### config.mk
export PLATFORM = sky130hd
export DESIGN_NAME = bpsk_framer_modulator
export DESIGN_NICKNAME = d
export VERILOG_FILES = /design/src/rtl/bfm_pkg.sv /design/src/rtl/bfm_framer.sv /design/src/rtl/bfm_shaper.sv /design/src/rtl/bpsk_framer_modulator.sv
export VERILOG_INCLUDE_DIRS = /design/src /design/src/rtl
export SDC_FILE = /design/constraint.sdc
export NUM_CORES = 1
export LEC_CHECK = 0
export CAP_MARGIN = 20
export CORE_MARGIN = 5
export CORE_UTILIZATION = 67
export CTS_BUF_LIST = sky130_fd_sc_hd__clkbuf_4
export DETAILED_ROUTE_END_ITERATION = 6
export DONT_BUFFER_PORTS = 1
export PLACE_DENSITY = 0.83
export SLEW_MARGIN = 20
export SYNTH_ARGS = -nofsm -noshare
export SYNTH_HDL_FRONTEND = slang
export SYNTH_HIERARCHICAL = 1
export SYNTH_SLANG_ARGS = --single-unit
### constraint.sdc
create_clock -name clk -period 6.2 [get_ports clk]
set_clock_uncertainty 0.05 [all_clocks]
set_input_delay 0.62 -clock clk [delete_from_list [all_inputs] [get_ports clk]]
set_output_delay 0.62 -clock clk [all_outputs]
set_load 0.01 [all_outputs]
### src/rtl/bpsk_framer_modulator_defines.svh
// Assertion macros shared by the framer RTL. Both sample on clk and are
// switched off while rst_n is low.
`ifndef BPSK_FRAMER_MODULATOR_DEFINES_SVH
`define BPSK_FRAMER_MODULATOR_DEFINES_SVH

// The consequent must hold in the same cycle as the antecedent.
`define BFM_ASSERT_NOW(lbl, ante, cons, msg) \
  lbl: assert property (@(posedge clk) disable iff (!rst_n) (ante) |-> (cons)) \
    else $error(msg);

// The consequent must hold in the cycle after the antecedent.
`define BFM_ASSERT_NEXT(lbl, ante, cons, msg) \
  lbl: assert property (@(posedge clk) disable iff (!rst_n) (ante) |=> (cons)) \
    else $error(msg);

`endif

### src/rtl/bfm_pkg.sv
`default_nettype none

package bfm_pkg;

  localparam int unsigned SAMPLE_W = 32;
  localparam int unsigned OUT_W    = 16;
  localparam int unsigned GAIN_W   = 6;
  localparam int unsigned COUNT_W  = 8;
  localparam int unsigned CFG_IDX_W  = 2;
  localparam int unsigned CFG_DATA_W = 8;

  localparam logic [GAIN_W-1:0]  GAIN_RESET     = 6'd10;
  localparam logic [COUNT_W-1:0] INTERVAL_RESET = 8'd100;

  // Sync word +1,+1,+1,-1,+1,-1,-1,+1, first symbol in bit 0.
  localparam logic [7:0] SYNC_WORD = 8'h97;
  localparam int unsigned DATA_LSB = 23;

  localparam logic [3:0] SLOT_RESET = 4'd8;
  localparam logic [9:0] CARRIER_AMP = 10'd1000;
  localparam logic [OUT_W-1:0] OUT_LIMIT = 16'd32767;

  // Carrier table index codes with a nonzero entry.
  localparam logic [1:0] PHASE_PEAK   = 2'd1;
  localparam logic [1:0] PHASE_TROUGH = 2'd3;

  typedef enum logic [CFG_IDX_W-1:0] {
    REG_OUTPUT_GAIN = 2'd0,
    REG_SYNC_PERIOD = 2'd1
  } cfg_reg_t;

  // One word between the framer and the output stage.
  typedef struct packed {
    logic       positive;
    logic [1:0] phase;
  } sym_t;

endpackage

`default_nettype wire

### src/rtl/bfm_framer.sv
`default_nettype none

module bfm_framer
  import bfm_pkg::*;
(
  input  wire logic                clk,
  input  wire logic                rst_n,
  input  wire logic                in_valid,
  output logic                     in_stall,
  input  wire logic [SAMPLE_W-1:0] in_sample,
  input  wire logic [COUNT_W-1:0]  sync_period,
  input  wire logic                down_ready,
  output logic                     sym_valid,
  output sym_t                     sym
);

`include "bpsk_framer_modulator_defines.svh"

  logic [2:0]         phase_r, phase_nxt;
  logic [3:0]         slot_r, slot_nxt;
  logic [COUNT_W-1:0] count_r, count_nxt;
  logic [7:0]         symbols_r, symbols_nxt;
  logic               sym_valid_r, sym_valid_nxt;
  sym_t               sym_r, sym_nxt;
  logic               accept;
  logic               load;
  logic [3:0]         slot_step;

  assign in_stall = sym_valid_r && !down_ready;
  assign accept   = in_valid && !in_stall;

  always_comb begin
    slot_step   = phase_r[2] ? slot_r + 4'd1 : slot_r;
    load        = slot_step[3];
    slot_nxt    = load ? 4'd0 : slot_step;
    count_nxt   = count_r;
    symbols_nxt = symbols_r;
    if (load) begin
      if (count_r >= sync_period) begin
        count_nxt   = '0;
        symbols_nxt = SYNC_WORD;
      end else begin
        count_nxt   = count_r + 8'd1;
        symbols_nxt = in_sample[DATA_LSB +: 8];
      end
    end
    sym_nxt.positive = symbols_nxt[slot_nxt[2:0]];
    sym_nxt.phase    = phase_r[2] ? 2'd0 : phase_r[1:0];
    phase_nxt        = {1'b0, sym_nxt.phase} + 3'd1;
    sym_valid_nxt    = accept || (sym_valid_r && !down_ready);
  end

  always_ff @(posedge clk) begin
    if (!rst_n) begin
      phase_r     <= '0;
      slot_r      <= SLOT_RESET;
      count_r     <= '0;
      symbols_r   <= '0;
      sym_valid_r <= 1'b0;
    end else begin
      sym_valid_r <= sym_valid_nxt;
      if (accept) begin
        phase_r   <= phase_nxt;
        slot_r    <= slot_nxt;
        count_r   <= count_nxt;
        symbols_r <= symbols_nxt;
      end
    end
  end

  always_ff @(posedge clk) begin
    if (accept) begin
      sym_r <= sym_nxt;
    end
  end

  assign sym_valid = sym_valid_r;
  assign sym       = sym_r;

  `BFM_ASSERT_NOW(a_slot_reset_state, slot_r == SLOT_RESET, (phase_r == 3'd0) && (count_r == '0), "forced frame load seen outside the reset state")
  `BFM_ASSERT_NEXT(a_sync_clears_count, accept && load && (count_r >= sync_period), (count_r == '0) && (symbols_r == SYNC_WORD), "sync frame did not clear the frame count")
  `BFM_ASSERT_NEXT(a_hold_when_blocked, sym_valid_r && !down_ready, sym_valid_r && $stable(sym_r), "pending symbol word lost while output stage was full")

endmodule

`default_nettype wire

### src/rtl/bfm_shaper.sv
`default_nettype none

module bfm_shaper
  import bfm_pkg::*;
(
  input  wire logic                    clk,
  input  wire logic                    rst_n,
  input  wire logic                    sym_valid,
  input  wire sym_t                    sym,
  input  wire logic [GAIN_W-1:0]       gain,
  output logic                         ready,
  output logic                         out_valid,
  input  wire logic                    out_stall,
  output logic signed [OUT_W-1:0]      out_carrier,
  output logic signed [OUT_W-1:0]      out_modulated
);

`include "bpsk_framer_modulator_defines.svh"

  logic                    out_valid_r, out_valid_nxt;
  logic signed [OUT_W-1:0] carrier_r, carrier_nxt;
  logic signed [OUT_W-1:0] modulated_r, modulated_nxt;
  logic [OUT_W-1:0]        product;
  logic [OUT_W-1:0]        amp;
  logic                    load;

  assign ready = !out_valid_r || !out_stall;
  assign load  = sym_valid && ready;

  always_comb begin
    // 63 * 1000 still fits in 16 unsigned bits; clamp to the signed limit.
    product = {10'd0, gain} * {6'd0, CARRIER_AMP};
    amp     = (product > OUT_LIMIT) ? OUT_LIMIT : product;
    unique case (sym.phase)
      PHASE_PEAK:   carrier_nxt = signed'(amp);
      PHASE_TROUGH: carrier_nxt = -signed'(amp);
      default:      carrier_nxt = '0;
    endcase
    modulated_nxt = sym.positive ? carrier_nxt : -carrier_nxt;
    out_valid_nxt = load || (out_valid_r && out_stall);
  end

  always_ff @(posedge clk) begin
    if (!rst_n) begin
      out_valid_r <= 1'b0;
    end else begin
      out_valid_r <= out_valid_nxt;
    end
  end

  always_ff @(posedge clk) begin
    if (load) begin
      carrier_r   <= carrier_nxt;
      modulated_r <= modulated_nxt;
    end
  end

  assign out_valid     = out_valid_r;
  assign out_carrier   = carrier_r;
  assign out_modulated = modulated_r;

  `BFM_ASSERT_NOW(a_same_magnitude, out_valid_r, (modulated_r == carrier_r) || (modulated_r == -carrier_r), "modulated word differs from carrier in magnitude")
  `BFM_ASSERT_NOW(a_within_limit, out_valid_r, (carrier_r <= signed'(OUT_LIMIT)) && (carrier_r >= -signed'(OUT_LIMIT)), "carrier word outside the clamp range")
  `BFM_ASSERT_NEXT(a_word_taken, load, out_valid_r, "symbol word accepted but no result word presented")

endmodule

`default_nettype wire

### src/rtl/bpsk_framer_modulator.sv
// A word accepted at a clock edge is registered in the framer symbol register, then in the
// output register that drives out_*. Throughput: one word per cycle while out_stall is low;
// framer register and output register form a two-deep pipeline, so one more word is taken
// while a result waits under out_stall.
// Reset (rst_n low at a clock edge): output_gain 10, sync period 100, carrier phase 0,
// frame count 0, and the first accepted word starts a new frame.
`default_nettype none

module bpsk_framer_modulator
  import bfm_pkg::*;
(
  input  wire logic                   clk,
  input  wire logic                   rst_n,
  // Input channel: one filtered sample per word.
  input  wire logic                   in_valid,
  output logic                        in_stall,
  input  wire logic signed [SAMPLE_W-1:0] in_filtered_sample,
  // Result channel: carrier and BPSK sample per word.
  output logic                        out_valid,
  input  wire logic                   out_stall,
  output logic signed [OUT_W-1:0]     out_carrier_out,
  output logic signed [OUT_W-1:0]     out_modulated_out,
  // Configuration write channel.
  input  wire logic                   cfg_valid,
  output logic                        cfg_ready,
  input  wire logic [CFG_IDX_W-1:0]   cfg_index,
  input  wire logic [CFG_DATA_W-1:0]  cfg_data
);

  logic [GAIN_W-1:0]  gain_r;
  logic [COUNT_W-1:0] interval_r;
  logic               sym_valid;
  sym_t               sym;
  logic               shaper_ready;

  // Registers are always writable; the write takes effect at the edge.
  assign cfg_ready = 1'b1;

  // Indexes beyond the register list are dropped.
  always_ff @(posedge clk) begin
    if (!rst_n) begin
      gain_r     <= GAIN_RESET;
      interval_r <= INTERVAL_RESET;
    end else if (cfg_valid && cfg_ready) begin
      unique case (cfg_index)
        REG_OUTPUT_GAIN: gain_r     <= cfg_data[GAIN_W-1:0];
        REG_SYNC_PERIOD: interval_r <= cfg_data[COUNT_W-1:0];
        default: begin
        end
      endcase
    end
  end

  // The framer tracks carrier phase, symbol slot and frame count, loads a
  // sync word or eight data bits at each frame start, and registers the
  // current symbol sign together with the carrier table index.
  bfm_framer u_framer (
    .clk           (clk),
    .rst_n         (rst_n),
    .in_valid      (in_valid),
    .in_stall      (in_stall),
    .in_sample     (in_filtered_sample),
    .sync_period   (interval_r),
    .down_ready    (shaper_ready),
    .sym_valid     (sym_valid),
    .sym           (sym)
  );

  // The shaper scales the carrier by the gain, clamps it, applies the
  // symbol sign and holds the result in the output register.
  bfm_shaper u_shaper (
    .clk           (clk),
    .rst_n         (rst_n),
    .sym_valid     (sym_valid),
    .sym           (sym),
    .gain          (gain_r),
    .ready         (shaper_ready),
    .out_valid     (out_valid),
    .out_stall     (out_stall),
    .out_carrier   (out_carrier_out),
    .out_modulated (out_modulated_out)
  );

endmodule

`default_nettype wire
* Word-level counts from Yosys, hierarchy flattened
Index checks and enable logic that the tools add are counted.
W data, S select, Z words.
** Storage, ports and cells
- Word-level logic and storage cells :: 50
- Input bits :: 47
- Bits in registers :: 74
** Cells by class
- Equal/unequal tests :: 3
- Muxes and demuxes :: 11
- Add/subtract/negate cells :: 5
- Reduce and logical (&&, ||, !) cells :: 15
- $mul :: 1
- Magnitude comparators :: 3
** Operators by type and width (count)
- $mux W16 :: 2
- $neg A16 Y16 :: 2
- $pmux W16 S2 :: 1
- $mux W8 :: 3
- $gt A16 B15 Y1 const B :: 1
- $mul A6 B7 Y13 const B :: 1
- $add A8 B1 Y8 const B :: 1
- $ge A8 B8 Y1 :: 1
- $reduce_and A2 Y1 :: 3
- $add A4 B1 Y4 const B :: 1
- $eq A2 B1 Y1 const B :: 2
- $logic_and A1 B1 Y1 :: 4
- $logic_not A1 Y1 :: 4
- $lt A3 B4 Y1 const B :: 1
- $mux W4 :: 1
- $add A2 B1 Y3 const B :: 1
- $bmux W1 S3 :: 1
- $logic_or A1 B1 Y1 :: 3
- $mux W3 :: 1
- $eq A2 B2 Y1 const B :: 1
- $logic_not A2 Y1 :: 1
- $mux W2 :: 1
- $mux W1 :: 1

* Longest topological paths before layout
- Depth after elaboration :: 7
- Mapped depth :: 18

* By module
Netlist, hierarchy kept.
** By module, submodules not included
- bfm_shaper :: cells an instance 305, instances 1, area each 2949.1 um^2, sequential area each 920.9 um^2
- bfm_framer :: cells an instance 178, instances 1, area each 1596.5 um^2, sequential area each 570.5 um^2
- bpsk_framer_modulator :: cells an instance 61, instances 1, area each 593.1 um^2, sequential area each 280.3 um^2

* Worst setup path before layout
No wires, ideal clock.
- Kind :: flip-flop to flip-flop
- From :: reg gain_r[3]
- To :: reg u_shaper.modulated_r[15] (netlist: u_shaper/out_modulated[15]), data pin
- Data required time :: 5887 ps
- Period minus slack after synthesis :: 4738 ps
- Stages on the path, launching flop included :: 15
- Data arrival time :: 4425 ps
- Buffers on the path :: 0
- Slack :: 1462 ps
- Cells stage by stage :: dfxtp_1 fa_1 inv_1 fa_1 fa_1 inv_1 ha_1 and2_4 or4_4 o21a_2 xnor2_4 a221o_1 a221oi_2 and4_4 a211oi_2
** On the way
- Word-level cells in the longest chain between the ends :: 7
** RTL lines
- start, declared :: RTL line bpsk_framer_modulator.sv:30 : logic [GAIN_W-1:0] gain_r;
- start signal, assigned :: RTL line bpsk_framer_modulator.sv:46 : REG_OUTPUT_GAIN: gain_r <= cfg_data[GAIN_W-1:0];
- $mul A6 B7 Y13 * :: RTL line bfm_shaper.sv:32 : product = {10'd0, gain} * {6'd0, CARRIER_AMP};
- $gt A16 B15 Y1 :: RTL line bfm_shaper.sv:33 : amp = (product > OUT_LIMIT) ? OUT_LIMIT : product;
- $mux W16 * :: RTL line bfm_shaper.sv:33
- $neg A16 Y16 :: RTL line bfm_shaper.sv:36 : PHASE_TROUGH: carrier_nxt = -signed'(amp);
- $pmux W16 S2 * :: RTL line bfm_shaper.sv:34 : unique case (sym.phase)
- $neg A16 Y16 :: RTL line bfm_shaper.sv:39 : modulated_nxt = sym.positive ? carrier_nxt : -carrier_nxt;
- $mux W16 * :: RTL line bfm_shaper.sv:39
- named net u_shaper.modulated_nxt[15] :: RTL line bfm_shaper.sv:22 : logic signed [OUT_W-1:0] modulated_r, modulated_nxt;
- end signal, assigned :: RTL line bfm_shaper.sv:54 : modulated_r <= modulated_nxt;
- end, declared :: RTL line bfm_shaper.sv:22
Mark *: on every way through the listed nets, which the timed path passes. The rest lies on a longest branch.
A chain may end at the register's enable or synchronous reset.

* Final worst setup path
- From :: reg gain_r[1]
- To :: reg u_shaper.modulated_r[15] (netlist: u_shaper/out_modulated[15]), data pin
Same word-level chain as after synthesis.

==> results.toml <==
[place]
dpl_worst_slack_ns = 0.618
post-dp-hpwl_mm = 7.49
gpl.final_weighted_congestion = 0.851
placed_cells = 626
port_buffers = 0

[floorplanning]
fp-row-count = 32
floorplan.die_area_sq_mm = 0.00952
die-height_microns = 97.6
die-width_microns = 97.6
initial_utilization_pct = 67.5
placeableCoreArea_sq_mm = 0.00761
io_pins = 82

[sta]
report.final.slew_viol_count = 0
tightest_slew_ns = 0.776
grt_setup_unrepaired = "no"
max_fclk_mhz = 190
totalNegativeSetupSlack_ns = 0
fin_hold_ws_ns = 0.256
hold_viol = 0
slew_headroom_pct = 47.8
setup_viol = 0
finalCriticalPeriod_ns = 5.27
finalCritPeriodShare_pct = 85.0
setup_ws_ns = 0.927

[pwr]
static-leakage-power_uw = 0.00228
pwr-share-seq_pct = 40.9
power_frac_comb_pct = 32.6
p_sw_share_pct = 33.5
power_report.internal_total_uw = 949
power.clock.fraction_pct = 26.6
irDropWorstVdd_v = 0.000136
power_switching_uw = 478
power_density_mw_per_mm2 = 267

[detailed_routing]
post_drt_via_cell_ratio = 5.94
remaining_antenna_violation_count = 0
avgRoutedWirePerCell_microns = 15.6
totalWireLength_mm = 10.0
detail_route.drc_violations = 0
detail_route.first_pass.iterations = 4
drt_first_iter_violations = 265
num_vias = 3813

[synth]
seq_area_frac_synth_pct = 34.5
synth_largest_type_area_fraction_pct = 19.3
syn-mean-instance-area_sq_um = 9.45
synth_warnings = 6
netlist-cell-type-count = 87
synth.net_count = 640
synth.cell_area_sq_mm = 0.00514
post-synth-top-area-cell = "sky130_fd_sc_hd__edfxtp_1"
synth-async-reset-ratio_pct = 0
netlist_instances = 544
yosys_register_bits = 72
synth_area_leaders = "sky130_fd_sc_hd__edfxtp_1, sky130_fd_sc_hd__dfxtp_1, sky130_fd_sc_hd__ha_1"
synth-edff-count = 33
postSynth.topFlopCell = "sky130_fd_sc_hd__dfxtp_1"

[status]
outcome = "finished, final reports clean"

[clock_tree]
tritoncts_num_sinks = 72
cts-root-to-sink-buffers = 2
cts_buffers = 9
ctsHtreeMaxLevel = 3
clock_insertion_delay_worst_skew_ns = 0.41
cts.reportedPaths.clkPinSlew_ns = 0.12
clockRootBuffer = "sky130_fd_sc_hd__clkbuf_4"
cts_setup_buffers = 0
cts_tree = "done"
cts_hold_buf = 0
cts.repair.resized = 0

[worst_setup_path]
slowest_stage_delay_cp_ns = 0.60
crit_fanout = 16
critPathCaptureType = "register"
depth_of_the_worst_register_to_register_path = 16
path_cells = "fa_1 -> ha_1 -> inv_1 -> fa_1 -> inv_1 -> ha_1 -> inv_1 -> fa_1 -> nor2b_4 -> o31a_4 -> o21ai_4 -> xnor2_2 -> o21ai_0 -> a221oi_2 -> a41oi_1 -> a211oi_2"
worst_r2r_start = "gain_r[1]$_SDFFE_PN1P_"
timing.critical_path.from_type = "register"
cp.arrival_ns = 5.47
worst_r2r_endpoint = "u_shaper/out_modulated[15]$_DFFE_PP_"
required_time_of_the_critical_path_ns = 6.40
reg2reg_setup_slack_ns = 0.93
worstSetupPathType = "register to register"
slowest_stage = "sky130_fd_sc_hd__dfxtp_1"

[final_layout]
area.growth.synth_to_final_pct = 4.02
n_antenna_cell = 0
drive_gt1_share_pct = 9.26
final_nets = 631
layout.cells.non_filler = 642
final.fill_count = 583

[grt]
grt_pass1_vias = 3966
globalRouteTotalUtil_pct = 21.7
grt_pass1_wl_mm = 17.4
grt_overflow_total = 0
antenna_violations_before_repair = 0
grt_max_degree = 40

[min_path]
hold_path_end = "u_framer/slot_r[3]$_SDFFE_PN1P_"
worst_hold_path.num_cells = 1
hp-start = "rst_n"
hold_class = "input pin to register"

[run]
cap_violations = 0
## how the worst max path moves through the flow
stage                      startpoint                              endpoint  depth (start not counted)
2_1_floorplan  gain_r[3]$_SDFFE_PN1P_  u_shaper/out_modulated[15]$_DFFE_PP_                         14
3_3_place_gp   gain_r[1]$_SDFFE_PN1P_  u_shaper/out_modulated[15]$_DFFE_PP_                         16
3_5_place_dp   gain_r[3]$_SDFFE_PN1P_  u_shaper/out_modulated[15]$_DFFE_PP_                         14
4_1_cts        gain_r[3]$_SDFFE_PN1P_  u_shaper/out_modulated[15]$_DFFE_PP_                         14
5_1_grt        gain_r[3]$_SDFFE_PN1P_  u_shaper/out_modulated[15]$_DFFE_PP_                         14
6_report       gain_r[1]$_SDFFE_PN1P_  u_shaper/out_modulated[15]$_DFFE_PP_                         16
## power groups by stage
stage / clock network [uW] / registers (uW) / logic (uW)
after floorplan: 0 / 578 / 394
after global placement: 0 / 592 / 431
after detailed placement: 0 / 595 / 453
after CTS: 386 / 584 / 459
after global routing: 409 / 588 / 517
final: 379 / 583 / 465
## cells by family after synthesis
group           synth area share [%]
other cells                   0.0730
compound gates                  17.9
flops                           34.5
xor+xnor                        6.09
mux                             2.95
fa+ha+maj                       13.8
simple gates                    17.5
buf+inv                         7.18
## Yosys cell counts (8+ instances only)
cell / n
sky130_fd_sc_hd__a21oi_1: 21
sky130_fd_sc_hd__clkbuf_1: 9
sky130_fd_sc_hd__dfxtp_1: 39
sky130_fd_sc_hd__edfxtp_1: 33
sky130_fd_sc_hd__fa_1: 13
sky130_fd_sc_hd__ha_1: 36
sky130_fd_sc_hd__inv_1: 65
sky130_fd_sc_hd__mux2i_1: 14
sky130_fd_sc_hd__nand2_1: 58
sky130_fd_sc_hd__nand2b_1: 8
sky130_fd_sc_hd__nor2_1: 39
sky130_fd_sc_hd__nor3_1: 13
sky130_fd_sc_hd__o211ai_1: 8
sky130_fd_sc_hd__o21a_1: 8
sky130_fd_sc_hd__o21ai_0: 19
sky130_fd_sc_hd__xnor2_1: 13
sky130_fd_sc_hd__xor2_1: 9
## cells in the final DEF, fill, tap and decap left out, types with 5 or more instances in the layout
cell,count
sky130_fd_sc_hd__inv_1,65
sky130_fd_sc_hd__nand2_1,58
sky130_fd_sc_hd__dfxtp_1,39
sky130_fd_sc_hd__nor2_1,39
sky130_fd_sc_hd__ha_1,36
sky130_fd_sc_hd__edfxtp_1,33
sky130_fd_sc_hd__a21oi_1,21
sky130_fd_sc_hd__o21ai_0,19
sky130_fd_sc_hd__mux2i_1,14
sky130_fd_sc_hd__nor3_1,13
sky130_fd_sc_hd__fa_1,13
sky130_fd_sc_hd__xnor2_1,12
sky130_fd_sc_hd__clkbuf_4,10
sky130_fd_sc_hd__xor2_1,9
sky130_fd_sc_hd__o211ai_1,8
sky130_fd_sc_hd__nand2b_1,8
sky130_fd_sc_hd__o21a_1,8
sky130_fd_sc_hd__nand4_1,6
sky130_fd_sc_hd__nand3_1,6
sky130_fd_sc_hd__nor4_1,5
## routing by layer
layer  global-route usage, %  share of wire, %  vias to the layer above
met2                    38.5                51                      105
met3                    5.60               4.5                       15
met5                       0                 0                        -
met1                    25.8                43                     1795
li1                        -                 -                     1898
met4                    6.50               1.4                        0
## cell type report
| cell class | count | area (sq um) | area share, % |
|---|---|---|---|
| clock inverter | 6 | 116 | 2.18 |
| tap | 102 | 128 | 2.39 |
| multi-input combinational | 386 | 3010 | 56.2 |
| inverter | 66 | 248 | 4.63 |
| sequential | 72 | 1770 | 33.1 |
| clock buffer | 10 | 75.1 | 1.40 |
## per-stage QoR
step                      cell area [sq um]  util (%)  total power, uW
after detailed placement               5140      67.6             1050
after global routing                   5350      70.3             1510
after global placement                 5140      67.6             1020
after floorplan                        5140         -              972
after CTS                              5340      70.1             1430
final                                  5350      70.3             1430
## registers in the layout (all words and copies together) (netlist names)
| name | cells |
|---|---|
| u_framer/sym_valid | 1 |
| u_shaper/out_modulated | 15 |
| u_shaper/out_carrier | 15 |
| u_shaper/out_valid | 1 |
| u_framer/sym | 3 |
| interval_r | 8 |
| u_framer/phase_r | 3 |
| u_framer/count_r | 8 |
| u_framer/slot_r | 4 |
| gain_r | 6 |
| u_framer/symbols_r | 8 |
## critical path: cells and delay by family (launching register included)
| family | cells | cell delay, ns |
|---|---|---|
| fa+ha+maj | 5 | 1.91 |
| compound gates | 6 | 1.66 |
| simple gates | 1 | 0.16 |
| flops | 1 | 0.60 |
| xor+xnor | 1 | 0.58 |
| buf+inv | 3 | 0.17 |
(Power assumes the default switching activity.)
